**src/sv/atl_pkg.sv**
```systemverilog
// ----------------------------------------------------------------------------
// atl_pkg
// Shared widths, limits and the arctangent table for the tilt angle pipeline.
// ----------------------------------------------------------------------------
package atl_pkg;

    // cordic iterations, capped at ATAN_LEN
    localparam int CORDIC_STEPS = 16;
    localparam int ATAN_LEN     = 24;
    localparam int CSTEPS       = (CORDIC_STEPS > ATAN_LEN) ? ATAN_LEN : CORDIC_STEPS;
    localparam int SHW          = 5;

    // square root datapath
    localparam int SQW        = 32;
    localparam int ROOTW      = 32;
    localparam int REMW       = 35;
    localparam int SQRT_STEPS = ROOTW;

    // cordic vector and angle widths, angle lsb is 2^-16 degree
    localparam int VW = 36;
    localparam int AW = 28;
    localparam int OW = 17;

    localparam int PITCH_LIMIT = 23040;
    localparam int ROLL_LIMIT  = 46080;
    localparam int HALF_TURN   = 180 * 65536;

    // round(atan(2^-i) in degrees * 65536)
    function automatic logic signed [AW-1:0] atan_q16(input int idx);
        logic signed [AW-1:0] v;
        case (idx)
            0:       v = AW'(2949120);
            1:       v = AW'(1740967);
            2:       v = AW'(919879);
            3:       v = AW'(466945);
            4:       v = AW'(234379);
            5:       v = AW'(117304);
            6:       v = AW'(58666);
            7:       v = AW'(29335);
            8:       v = AW'(14668);
            9:       v = AW'(7334);
            10:      v = AW'(3667);
            11:      v = AW'(1833);
            12:      v = AW'(917);
            13:      v = AW'(458);
            14:      v = AW'(229);
            15:      v = AW'(115);
            16:      v = AW'(57);
            17:      v = AW'(29);
            18:      v = AW'(14);
            19:      v = AW'(7);
            20:      v = AW'(4);
            21:      v = AW'(2);
            22:      v = AW'(1);
            default: v = '0;
        endcase
        return v;
    endfunction

endpackage

```
**src/sv/atl_sqrt_stage.sv**
```systemverilog
// ----------------------------------------------------------------------------
// atl_sqrt_stage
// One digit of a restoring integer square root: one result bit per stage.
// ----------------------------------------------------------------------------
module atl_sqrt_stage
    import atl_pkg::*;
(
    input  logic [REMW-1:0]  rem_in,
    input  logic [ROOTW-1:0] root_in,
    input  logic [SQW-1:0]   sq_in,
    output logic [REMW-1:0]  rem_out,
    output logic [ROOTW-1:0] root_out,
    output logic [SQW-1:0]   sq_out
);

    logic [REMW-1:0] rem_sh;
    logic [REMW-1:0] trial;

    // bring down the next two radicand bits and try a one bit
    always_comb
    begin
        rem_sh = {rem_in[REMW-3:0], sq_in[SQW-1:SQW-2]};
        trial  = REMW'({root_in, 2'b01});
        sq_out = {sq_in[SQW-3:0], 2'b00};
        if (rem_sh >= trial)
        begin
            rem_out  = rem_sh - trial;
            root_out = {root_in[ROOTW-2:0], 1'b1};
        end
        else
        begin
            rem_out  = rem_sh;
            root_out = {root_in[ROOTW-2:0], 1'b0};
        end
    end

endmodule

```
**config.mk**
```make
export PLATFORM = sky130hd
export DESIGN_NAME = atl_sqrt_stage
export DESIGN_NICKNAME = d
export VERILOG_FILES = /design/src/sv/atl_pkg.sv /design/src/sv/atl_sqrt_stage.sv
export SDC_FILE = /design/constraint.sdc
export NUM_CORES = 1
export LEC_CHECK = 0
export BUFFER_PORTS_ARGS = -buffer_cell sky130_fd_sc_hd__buf_2
export CORE_UTILIZATION = 45
export DETAILED_ROUTE_END_ITERATION = 10
export GPL_TIMING_DRIVEN = 0
export PLACE_DENSITY = 0.86
export SYNTH_ARGS = -nofsm -noshare
export SYNTH_HDL_FRONTEND = slang
export SYNTH_SLANG_ARGS = --single-unit
```
**constraint.sdc**
```tcl
create_clock -name vclk -period 3.11
set_input_delay 0.311 -clock vclk [all_inputs]
set_output_delay 0.311 -clock vclk [all_outputs]
set_load 0.05 [all_outputs]
```
== Word-level counts from Yosys, hierarchy flattened ==
Cells that the tools add are included.
Widths: inputs -> output; s select.
Cells by class
  $add $sub $neg: 1
  magnitude comparators: 1
  mux-type cells: 2
Operator list (count)
  $ge 35x34->1: 1
  $mux 35: 1
  $sub 35x34->35: 1
  $mux 1: 1
Word-level totals
  register bits: 0
  bits of input ports: 99
  output and inout port bits: 99
  word-level logic and storage cells: 4

== Depth between registers and ports, before layout ==
  depth in word-level cells: 2
  gate-level depth with buffers: 13
  gate-level depth less buffers: 10

== Worst setup path before layout ==
OpenSTA, ideal clock, no wires.
  kind: input-to-output
  start: in root_in[14]
  end: out rem_out[26]
  arrival time: 2.999 ns
  data required time: 2.799 ns
  setup slack: -0.200 ns
  stages: 11
  buffers on the path: 2
  cells stage by stage: inv_1 > ha_1 > clkbuf_2 > a21oi_2 > o21ai_0 > a21oi_1 > o21ai_0 > o31ai_2 > o21ai_2 > buf_2 > o21ai_0
On the way
  longest elaborated chain between the ends: 2
  elaborated cells between the ends (all ways): 3
  classes of those cells: add/sub: 1; order compare: 1; mux: 1
RTL lines
  start, declared: line atl_sqrt_stage.sv:9  | input logic [ROOTW-1:0] root_in,
  $sub 35x34->35 / $ge 35x34->1 (equally long branches): line atl_sqrt_stage.sv:27, atl_sqrt_stage.sv:25
  $mux 35 (*): line atl_sqrt_stage.sv:25  | if (rem_sh >= trial)
  end, declared: line atl_sqrt_stage.sv:11  | output logic [REMW-1:0] rem_out,
Every way passes the cells marked *; elsewhere a longest branch is shown, timed or not.

== Worst setup path in the final report ==
  start: in rem_in[20]
  end: out rem_out[33]
On the way
  longest elaborated chain between the ends: 2
  elaborated cells between the ends (all ways): 3
  classes of those cells: add/sub: 1; order compare: 1; mux: 1
RTL lines
  start, declared: line atl_sqrt_stage.sv:8  | input logic [REMW-1:0] rem_in,
  $sub 35x34->35 / $ge 35x34->1 (equally long branches): line atl_sqrt_stage.sv:27, atl_sqrt_stage.sv:25
  $mux 35 (*): line atl_sqrt_stage.sv:25
Marked as above.

==> flow_summary_export.csv <==
group,metric,value,unit
drt,num_vias,3788,
timing,final_hold_viol_count,0,
worst_setup_path,cp-start-kind,"input port",
timing,fin_crit_sh,0.990,
power_and_ir_drop,powerDensity,344,nW/um^2
worst_setup_path,critical_path_class,"input port to primary output",
worst_setup_path,cp.required,2.80,ns
synth,yosysUniqueCellTypes,59,
finish,clkbuf_count,0,
drt,vias_per_cell,5.40,
finish,layout-drive-gt1-share,0.550,
worst_hold_path,hold_class,"input port to primary output",
finish,final_nets,760,
die,die_height,82.9,um
die,chipWidth,82.9,um
synth,yosysSeqAreaShare,0,
die,ios,198,
placed_design,dp_hpwl,7.12,mm
grt,grt_pass1_wl,14.8,mm
finish,post_layout_nonfiller_instances,702,
die,rows,29,
clock_network,holdBufCountCts,0,
synth,synth_area_leaders,"buf_4 (17%), ha_1 (14%), xnor2_1 (6.2%), a21oi_1 (6.1%), inv_1 (5.9%)",
die,core-area,6350,um^2
synth,yosysWarningCount,0,
worst_setup_path,arrival,2.77,ns
worst_setup_path,crit_start,"rem_in[20]",
timing,fmax,325,MHz
worst_setup_path,cp_max_fo,5,
synth,avgSynthCellArea,6.83,um^2
finish,regArea,0,um^2
synth,synth_cells,431,
power_and_ir_drop,total_leakage_power,2.41,nW
timing,worst_slew_pin_slew,0.487,ns
drt,wl_per_cell,14.8,um
worst_setup_path,cp.depth,12,
die,start_util,0.464,
finish,mostFrequentLayoutCells,"buf_2 (118), buf_4 (104), nor2_1 (43), inv_1 (37), buf_6 (35)",
synth,netlist_area,2940,um^2
worst_setup_path,critPathCaptureType,"primary output",
drt,drt_wl_total,10.4,mm
die,dieArea,6870,um^2
placed_design,gp_congestion,0.904,
finish,final_common_cell,"buf_2",
worst_setup_path,crit_chain,"buf_4, ha_4, and4_4, nand2b_4, or3_4, a211oi_4, o31ai_4, o21ai_2, buf_6, buf_6, mux2_2, buf_4",
placed_design,numPlacedInstances,673,
worst_setup_path,worst_path_max_delay_cell,"or3_4",
power_and_ir_drop,vdd_drop_max,0.000267,V
drt,drtIter0Drc,131,
worst_setup_path,max_stage_delay,0.40,ns
finish,areaGrowthSynthToFinish,60.2,%
timing,period_minus_slack,3.08,ns
drt,first_pass_iters,4,
worst_setup_path,critPathCapture,"rem_out[33]",
flow_run,drv_cap,0,
worst_hold_path,hold_depth,2,
worst_setup_path,crit_family,"simple AND/OR/NAND/NOR gates",
timing,rsz0062_at_grt,"true",
grt,grt_pass1_vias,3434,
grt,globalRoute.totalOverflow,0,
drt,drc_errors,0,
grt,grt_max_degree,11,
synth,synth_top_area_share,0.171,
timing,drv_slew,0,
outcome,status,"complete, no violations",
timing,slew_headroom,0.672,
timing,tns,0,ns
worst_setup_path,critPathBufInv,4,
timing,finalSetupViolCount,0,
finish,seq_cells,0,
placed_design,port-buffer-count,164,
drt,ant_nets,0,
synth,yosys.area.top_type,"buf_4",
grt,antenna_found_initial,0,
finish,antenna_cells,0,
grt,grt_usage,0.249,
==> through the flow <==
stage | power (mW) | area, um^2 | utilization | hold slack, ns | worst slack (ns)
global placement | 1.32 | 3880 | 0.611 | 0.924 | -0.241
detailed placement | 1.33 | 3880 | 0.611 | 0.924 | -0.234
global route | 1.70 | 4720 | 0.743 | 0.925 | -0.0350
CTS | 1.50 | 4320 | 0.680 | 0.924 | 0.00184
finish | 1.62 | 4720 | 0.743 | 0.923 | 0.0312
floorplan | 1.06 | 2960 | - | 0.789 | -0.0937
==> synth_stat cells, types with 3 or more instances <==
cell type / number
ha_1: 34
nor4_1: 3
mux2i_1: 3
nand4_1: 9
o21bai_1: 3
nor2_1: 45
a211oi_1: 3
a311oi_1: 3
mux2_2: 6
a31oi_1: 3
or3_1: 4
a21oi_1: 36
a21oi_2: 14
a21o_1: 8
o31a_1: 3
mux2_1: 4
nand2_1: 20
nor2b_1: 4
o21a_1: 3
buf_2: 4
inv_1: 46
o211ai_1: 5
nor3_1: 10
xor2_1: 10
and3_1: 5
o21ai_0: 20
xnor2_1: 21
buf_4: 67
==> worst min path at each step <==
stage	start	end	slack, ns
floorplan	root_in[9]	root_out[10]	0.79
global placement	sq_in[11]	sq_out[13]	0.92
detailed placement	sq_in[10]	sq_out[12]	0.92
CTS	sq_in[10]	sq_out[12]	0.92
global route	sq_in[10]	sq_out[12]	0.92
finish	sq_in[10]	sq_out[12]	0.92
==> power by group <==
group	total (mW)	switching, mW	internal, mW
sequential	0	0	0
clock	0	0	0
combinational	1.62	1.00	0.621
total	1.62	1.00	0.621
==> cell type report <==
cell class	count	area, um^2
repair buffers	194	1310
plain buffers	73	579
well taps	77	96.3
fillers	472	1630
inverters	46	180
multi-input cells	312	2550
==> cell families after synthesis <==
group           count (synthesis)  synth area share
compound gates                121             0.287
fa+ha+maj                      34             0.144
buf+inv                       120             0.243
xor+xnor                       31            0.0922
simple gates                  110             0.178
mux                            14            0.0535
other cells                     1           0.00127
==> repair_timing <==
action	CTS	global route
buffers inserted	11	16
pin swaps	8	27
cloned	3	0
setup endpoints to repair	31	36
gates resized for setup	83	71
==> metal layers <==
metal / wire (um) / GRT usage
met3: 696 / 0.0209
met1: 3830 / 0.280
met5: 0 / 0
met4: 274 / 0.0705
met2: 5610 / 0.491
Power figures use the tool's default switching activity.
