--- config.mk ---
export PLATFORM = sky130hd
export DESIGN_NAME = atl_cordic_stage
export DESIGN_NICKNAME = d
export VERILOG_FILES = /design/src/sv/atl_pkg.sv /design/src/sv/atl_cordic_stage.sv
export SDC_FILE = /design/constraint.sdc
export NUM_CORES = 1
export LEC_CHECK = 0
export BUFFER_PORTS_ARGS = -buffer_cell sky130_fd_sc_hd__buf_2
export CAP_MARGIN = 10
export CORE_MARGIN = 10
export CORE_UTILIZATION = 55
export DETAILED_ROUTE_END_ITERATION = 7
export GPL_TIMING_DRIVEN = 0
export PLACE_DENSITY = 0.87
export SLEW_MARGIN = 5
export SYNTH_ARGS = -nofsm -noshare
export SYNTH_HDL_FRONTEND = slang
export SYNTH_SLANG_ARGS = --single-unit
--- constraint.sdc ---
create_clock -name vclk -period 26
set_input_delay 5.2 -clock vclk [all_inputs]
set_output_delay 5.2 -clock vclk [all_outputs]
set_load 0.01 [all_outputs]
--- src/sv/atl_pkg.sv ---
// ----------------------------------------------------------------------------
// atl_pkg
// Shared widths, limits and the arctangent table for the tilt angle pipeline.
// ----------------------------------------------------------------------------
package atl_pkg;

    // cordic iterations, capped at ATAN_LEN
    localparam int CORDIC_STEPS = 16;
    localparam int ATAN_LEN     = 24;
    localparam int CSTEPS       = (CORDIC_STEPS > ATAN_LEN) ? ATAN_LEN : CORDIC_STEPS;
    localparam int SHW          = 5;

    // square root datapath
    localparam int SQW        = 32;
    localparam int ROOTW      = 32;
    localparam int REMW       = 35;
    localparam int SQRT_STEPS = ROOTW;

    // cordic vector and angle widths, angle lsb is 2^-16 degree
    localparam int VW = 36;
    localparam int AW = 28;
    localparam int OW = 17;

    localparam int PITCH_LIMIT = 23040;
    localparam int ROLL_LIMIT  = 46080;
    localparam int HALF_TURN   = 180 * 65536;

    // round(atan(2^-i) in degrees * 65536)
    function automatic logic signed [AW-1:0] atan_q16(input int idx);
        logic signed [AW-1:0] v;
        case (idx)
            0:       v = AW'(2949120);
            1:       v = AW'(1740967);
            2:       v = AW'(919879);
            3:       v = AW'(466945);
            4:       v = AW'(234379);
            5:       v = AW'(117304);
            6:       v = AW'(58666);
            7:       v = AW'(29335);
            8:       v = AW'(14668);
            9:       v = AW'(7334);
            10:      v = AW'(3667);
            11:      v = AW'(1833);
            12:      v = AW'(917);
            13:      v = AW'(458);
            14:      v = AW'(229);
            15:      v = AW'(115);
            16:      v = AW'(57);
            17:      v = AW'(29);
            18:      v = AW'(14);
            19:      v = AW'(7);
            20:      v = AW'(4);
            21:      v = AW'(2);
            22:      v = AW'(1);
            default: v = '0;
        endcase
        return v;
    endfunction

endpackage

--- src/sv/atl_cordic_stage.sv ---
// ----------------------------------------------------------------------------
// atl_cordic_stage
// One vectoring cordic micro-rotation driving y toward zero.
// ----------------------------------------------------------------------------
module atl_cordic_stage
    import atl_pkg::*;
(
    input  logic signed [VW-1:0] vx_in,
    input  logic signed [VW-1:0] vy_in,
    input  logic signed [AW-1:0] ang_in,
    input  logic [SHW-1:0]       shift,
    input  logic signed [AW-1:0] atan,
    output logic signed [VW-1:0] vx_out,
    output logic signed [VW-1:0] vy_out,
    output logic signed [AW-1:0] ang_out
);

    logic signed [VW-1:0] dx;
    logic signed [VW-1:0] dy;
    logic                 vy_neg;
    logic                 vy_zero;

    // rotate against the sign of y, no move when y is zero
    always_comb
    begin
        dx      = vy_in >>> shift;
        dy      = vx_in >>> shift;
        vy_neg  = vy_in[VW-1];
        vy_zero = (vy_in == '0);
        if (vy_zero)
        begin
            vx_out  = vx_in;
            vy_out  = vy_in;
            ang_out = ang_in;
        end
        else if (!vy_neg)
        begin
            vx_out  = vx_in + dx;
            vy_out  = vy_in - dy;
            ang_out = ang_in + atan;
        end
        else
        begin
            vx_out  = vx_in - dx;
            vy_out  = vy_in + dy;
            ang_out = ang_in - atan;
        end
    end

endmodule

## Word level (Yosys, flattened, before mapping)

Cells that the tools add are included.

| storage, ports and cells | value |
|---|---|
| logic and storage cells | 15 |
| input port bits | 133 |
| register bits | 0 |

| cells by class | value |
|---|---|
| shift operators | 2 |
| multiplexer cells | 6 |
| reductions and logical operators | 1 |
| add/sub/neg operators | 6 |

Operators by type and width:

| kind | number |
|---|---|
| 2-to-1 mux 36 bit | 4 |
| adder 36 bit | 2 |
| >>> shifter 36 x 5 -> 36 bit | 2 |
| subtractor 36 bit | 2 |
| 2-to-1 mux 28 bit | 2 |
| zero test 36 bit | 1 |
| adder 28 bit | 1 |
| subtractor 28 bit | 1 |

## Depth between registers and ports, before layout

| logic depth | value |
|---|---|
| depth after elaboration | 4 |
| depth in mapped cells | 27 |
| mapped depth without buffers | 23 |

## Least setup slack after synthesis

Ideal clock, no wire load.

| timing path | value |
|---|---|
| path type | input -> output |
| start | input shift[1] |
| end | output vy_out[33] |
| data arrival time | 10531 ps |
| stages on the path | 23 |
| path slack | 10269 ps |
| cells stage by stage | buf_6 buf_6 buf_6 mux4_2 a222oi_1 nor2_1 a211oi_2 and4_1 and4_1 and2_1 a21oi_1 xnor2_1 ha_1 a21o_1 a21oi_1 a32o_1 a21oi_1 nor3_1 a211oi_1 o311ai_0 a21boi_0 o21a_1 nor3_1 |

| between the ends | value |
|---|---|
| longest elaborated chain between the ends | 4 |

Ends and longest elaborated chain:

| item | line | source |
|---|---|---|
| start: declaration | atl_cordic_stage.sv:11 | `input logic [SHW-1:0] shift,` |
| >>> shifter 36 x 5 -> 36 bit (*) | atl_cordic_stage.sv:27 | `dy = vx_in >>> shift;` |
| subtractor 36 bit or adder 36 bit (tied branches) | atl_cordic_stage.sv:39, atl_cordic_stage.sv:45 |  |
| 2-to-1 mux 36 bit (*) | atl_cordic_stage.sv:36 | `else if (!vy_neg)` |
| 2-to-1 mux 36 bit (*) | atl_cordic_stage.sv:30 | `if (vy_zero)` |
| end: declaration | atl_cordic_stage.sv:14 | `output logic signed [VW-1:0] vy_out,` |

Every way passes the cells marked *; elsewhere a longest branch is shown, timed or not.

## Worst setup path in the final report

| timing path | value |
|---|---|
| start | input shift[2] |
| end | output vy_out[35] |

Same word-level chain as after synthesis.

==> implementation parameters <==
Parameter                              Value

Run status
  Status ... finished, violations left
  Failing checks ... DRC

STA
  Number of max-slew violations in the final report ... 0
  RSZ-0062 raised after global routing ... no
  Final setup vio count ... 0
  Transition time at the pin with the least slew margin ... between 1 and 1.5 ns
  TNS Setup ... 0 ns
  Final period util ... 0.702
  Fin crit period ... ~18 ns
  WHS ... ~11 ns
  Peak clock frequency supported by timing ... around 55 MHz
  Hold violation count in the final report ... 0
  Worst slew margin ... 0.0968
  Min setup slack post-route ... roughly 7.8 ns

Worst setup path
  Data required time of the worst path ... approximately 21 ns
  Cell with the biggest individual delay on the critical path ... sky130_fd_sc_hd__a2111oi_2
  Kind of start point of the critical path ... input port
  Most frequent cell on the critical path ... sky130_fd_sc_hd__buf_2
  CP Capture Type ... output port
  Maximum single-stage delay on the critical path ... 0.82 ns
  Largest fanout of any net on the critical path ... 10
  Critical setup path kind ... in -> out
  Arrival time at the worst endpoint ... about 13 ns

Logic synthesis
  Post-Syn Nets ... about 2100
  Share of Yosys cell area claimed by the top area cell type ... 0.135
  Syn_area_per_cell ... 7.26 um2
  Register area share after synthesis ... 0
  Post-synthesis instance area ... between 10000 and 15000 um2
  Number of cells produced by synthesis ... about 1900
  Yosys Warn Count ... 0
  Synth area leader ... sky130_fd_sc_hd__mux4_2
  Ranking of synthesized cells by area ... sky130_fd_sc_hd__mux4_2 (13%), sky130_fd_sc_hd__ha_1 (9.1%), sky130_fd_sc_hd__a21oi_1 (6.9%)
  Cell variety after synth ... 100

Floorplan
  Placement Rows ... 57
  I/O pin total ... around 230
  Area inside the core boundary ... 24500 um2
  Starting density of the core ... 0.561
  Die boundary height ... 178 um
  Die Footprint ... approximately 32000 um2
  Floorplan die width ... approximately 180 um

Layout
  Diodes inserted ... 0
  Utilization of the core after routing ... 0.625
  # clk buffers ... 0
  Commonest cells after routing, fill and taps aside ... sky130_fd_sc_hd__buf_2 (257), sky130_fd_sc_hd__a21oi_1 (190), sky130_fd_sc_hd__nand2_1 (180), sky130_fd_sc_hd__nor2_1 (180), sky130_fd_sc_hd__o21ai_0 (113)
  Number of nets at the end of the flow ... about 2400
  Most common cell after layout, fill and taps aside ... sky130_fd_sc_hd__buf_2
  Seq. cell area ... 0 um2
  Sequential cell count ... 0
  Proportion of layout cells with a drive suffix above 1 ... 0.210
  Non-filler cells in the finished layout ... ~2400
  Area overhead of the layout relative to synthesis ... 11.5%

Global routing
  Wire length of the first global-routing pass ... ~110 mm
  Via count of the first global-routing pass ... 17800
  Maximum number of pins on one net before global-route repair ... 11
  Total overflow reported by the global router ... 0
  Total track usage ... 0.448
  Number of antenna violations at the first check in global routing ... 3

Power and ir drop
  Leakage power ... approximately 0.0063 uW
  Fraction of power consumed by sequential logic ... 0
  Share of power burned in the clock network ... 0
  PD cells ... 40.7 nW/um2
  Switching power share of the total ... 0.615
  Maximum vdd ir drop ... ~0.033 mV
  Internal power ... 239 uW
  Switching pwr ... between 300 and 400 uW
  Combinational Power Share ... 1.000

Routing
  Vias after detailed routing ... ~19000
  DRT iter0 DRCs ... roughly 3200
  WL/cell ... around 31 um
  Number of search-and-repair iterations in the first detailed-routing pass ... 8
  DRC viols ... 2
  Post-route antenna net violation count ... 0
  Post-DR vias/cell ... 7.67
  Detailed-route wire length ... approximately 75 mm

Job
  Maxcap violations ... 0

Clock tree
  Cts hold-fix bufs ... 0
  Count of instances resized after the clock tree is built ... 0
  Post CTS Setup Buffer Count ... 0

Place
  Count of port buffers added during placement ... 230
  Count of placed standard cells including taps ... 2446
  Placer congestion estimate ... ~1.2
  Half-perimeter wire length after detailed placement ... 59.3 mm
  Post-place setup slack ... 7.98 ns

Worst hold path
  Worst Hold Class ... in -> out
-- final timing paths --
kind	start	to	slack, ns	depth (start not counted)
setup / recovery	shift[2]	vy_out[35]	7.76	25
hold / removal	ang_in[27]	ang_out[27]	10.68	3
-- final cells by class --
class / instances / area [um2]
Buffer: 120 / 577
Tap cell: 324 / 405
Multi-Input combinational cell: 1718 / 13000
Fill cell: 2198 / 9170
Timing Repair Buffer: 232 / 1160
Inverter: 53 / 199
-- synth_stat cells (all sizes together), types with 15 or more instances --
master	instances
a211oi	39
a21o	28
a21oi	190
a22oi	15
a31oi	25
and2	31
buf	56
clkbuf	64
ha	100
inv	51
mux2	47
mux2i	60
mux4	82
nand2	180
nand2b	30
nand3	52
nand4	15
nor2	181
nor2b	19
nor3	49
nor4	23
o211ai	15
o21a	19
o21ai	114
o21bai	19
o22ai	22
o31ai	19
or3	15
xnor2	85
xor2	54
-- through the flow --
stage | total power [uW] | cell area [um2]
after floorplan | 390 | 13700
after global placement | 581 | 15300
after detailed placement | 592 | 15300
after CTS | 596 | 15300
after global routing | 657 | 15300
final | 622 | 15300
-- routing by layer --
layer  GRT usage  share of wire
met5           0        0.00064
met4       0.299          0.090
met3       0.197           0.17
met2       0.657           0.40
met1       0.517           0.34
-- cell families after synthesis --
logic type	after synthesis	synth area share
adder cells (fa/ha/maj)	103	0.0956
buffers and inverters	173	0.0565
AO/OA/AOI/OAI	619	0.294
XOR/XNOR	139	0.0887
multiplexers	189	0.218
AND/OR/NAND/NOR	668	0.248
-- critical path, delay by kind of cell --
family	cells	cell delay (ns)
AO/OA/AOI/OAI	8	3.02
buffers and inverters	6	2.39
AND/OR/NAND/NOR	8	1.56
adder cells (fa/ha/maj)	2	0.67
XOR/XNOR	1	0.19
-- power by group through the flow --
stage	sequential [uW]	clock, uW	combinational [uW]
floorplan	0	0	390
global placement	0	0	581
detailed placement	0	0	592
CTS	0	0	596
global route	0	0	657
finish	0	0	622
Power figures use the tool's default switching activity.
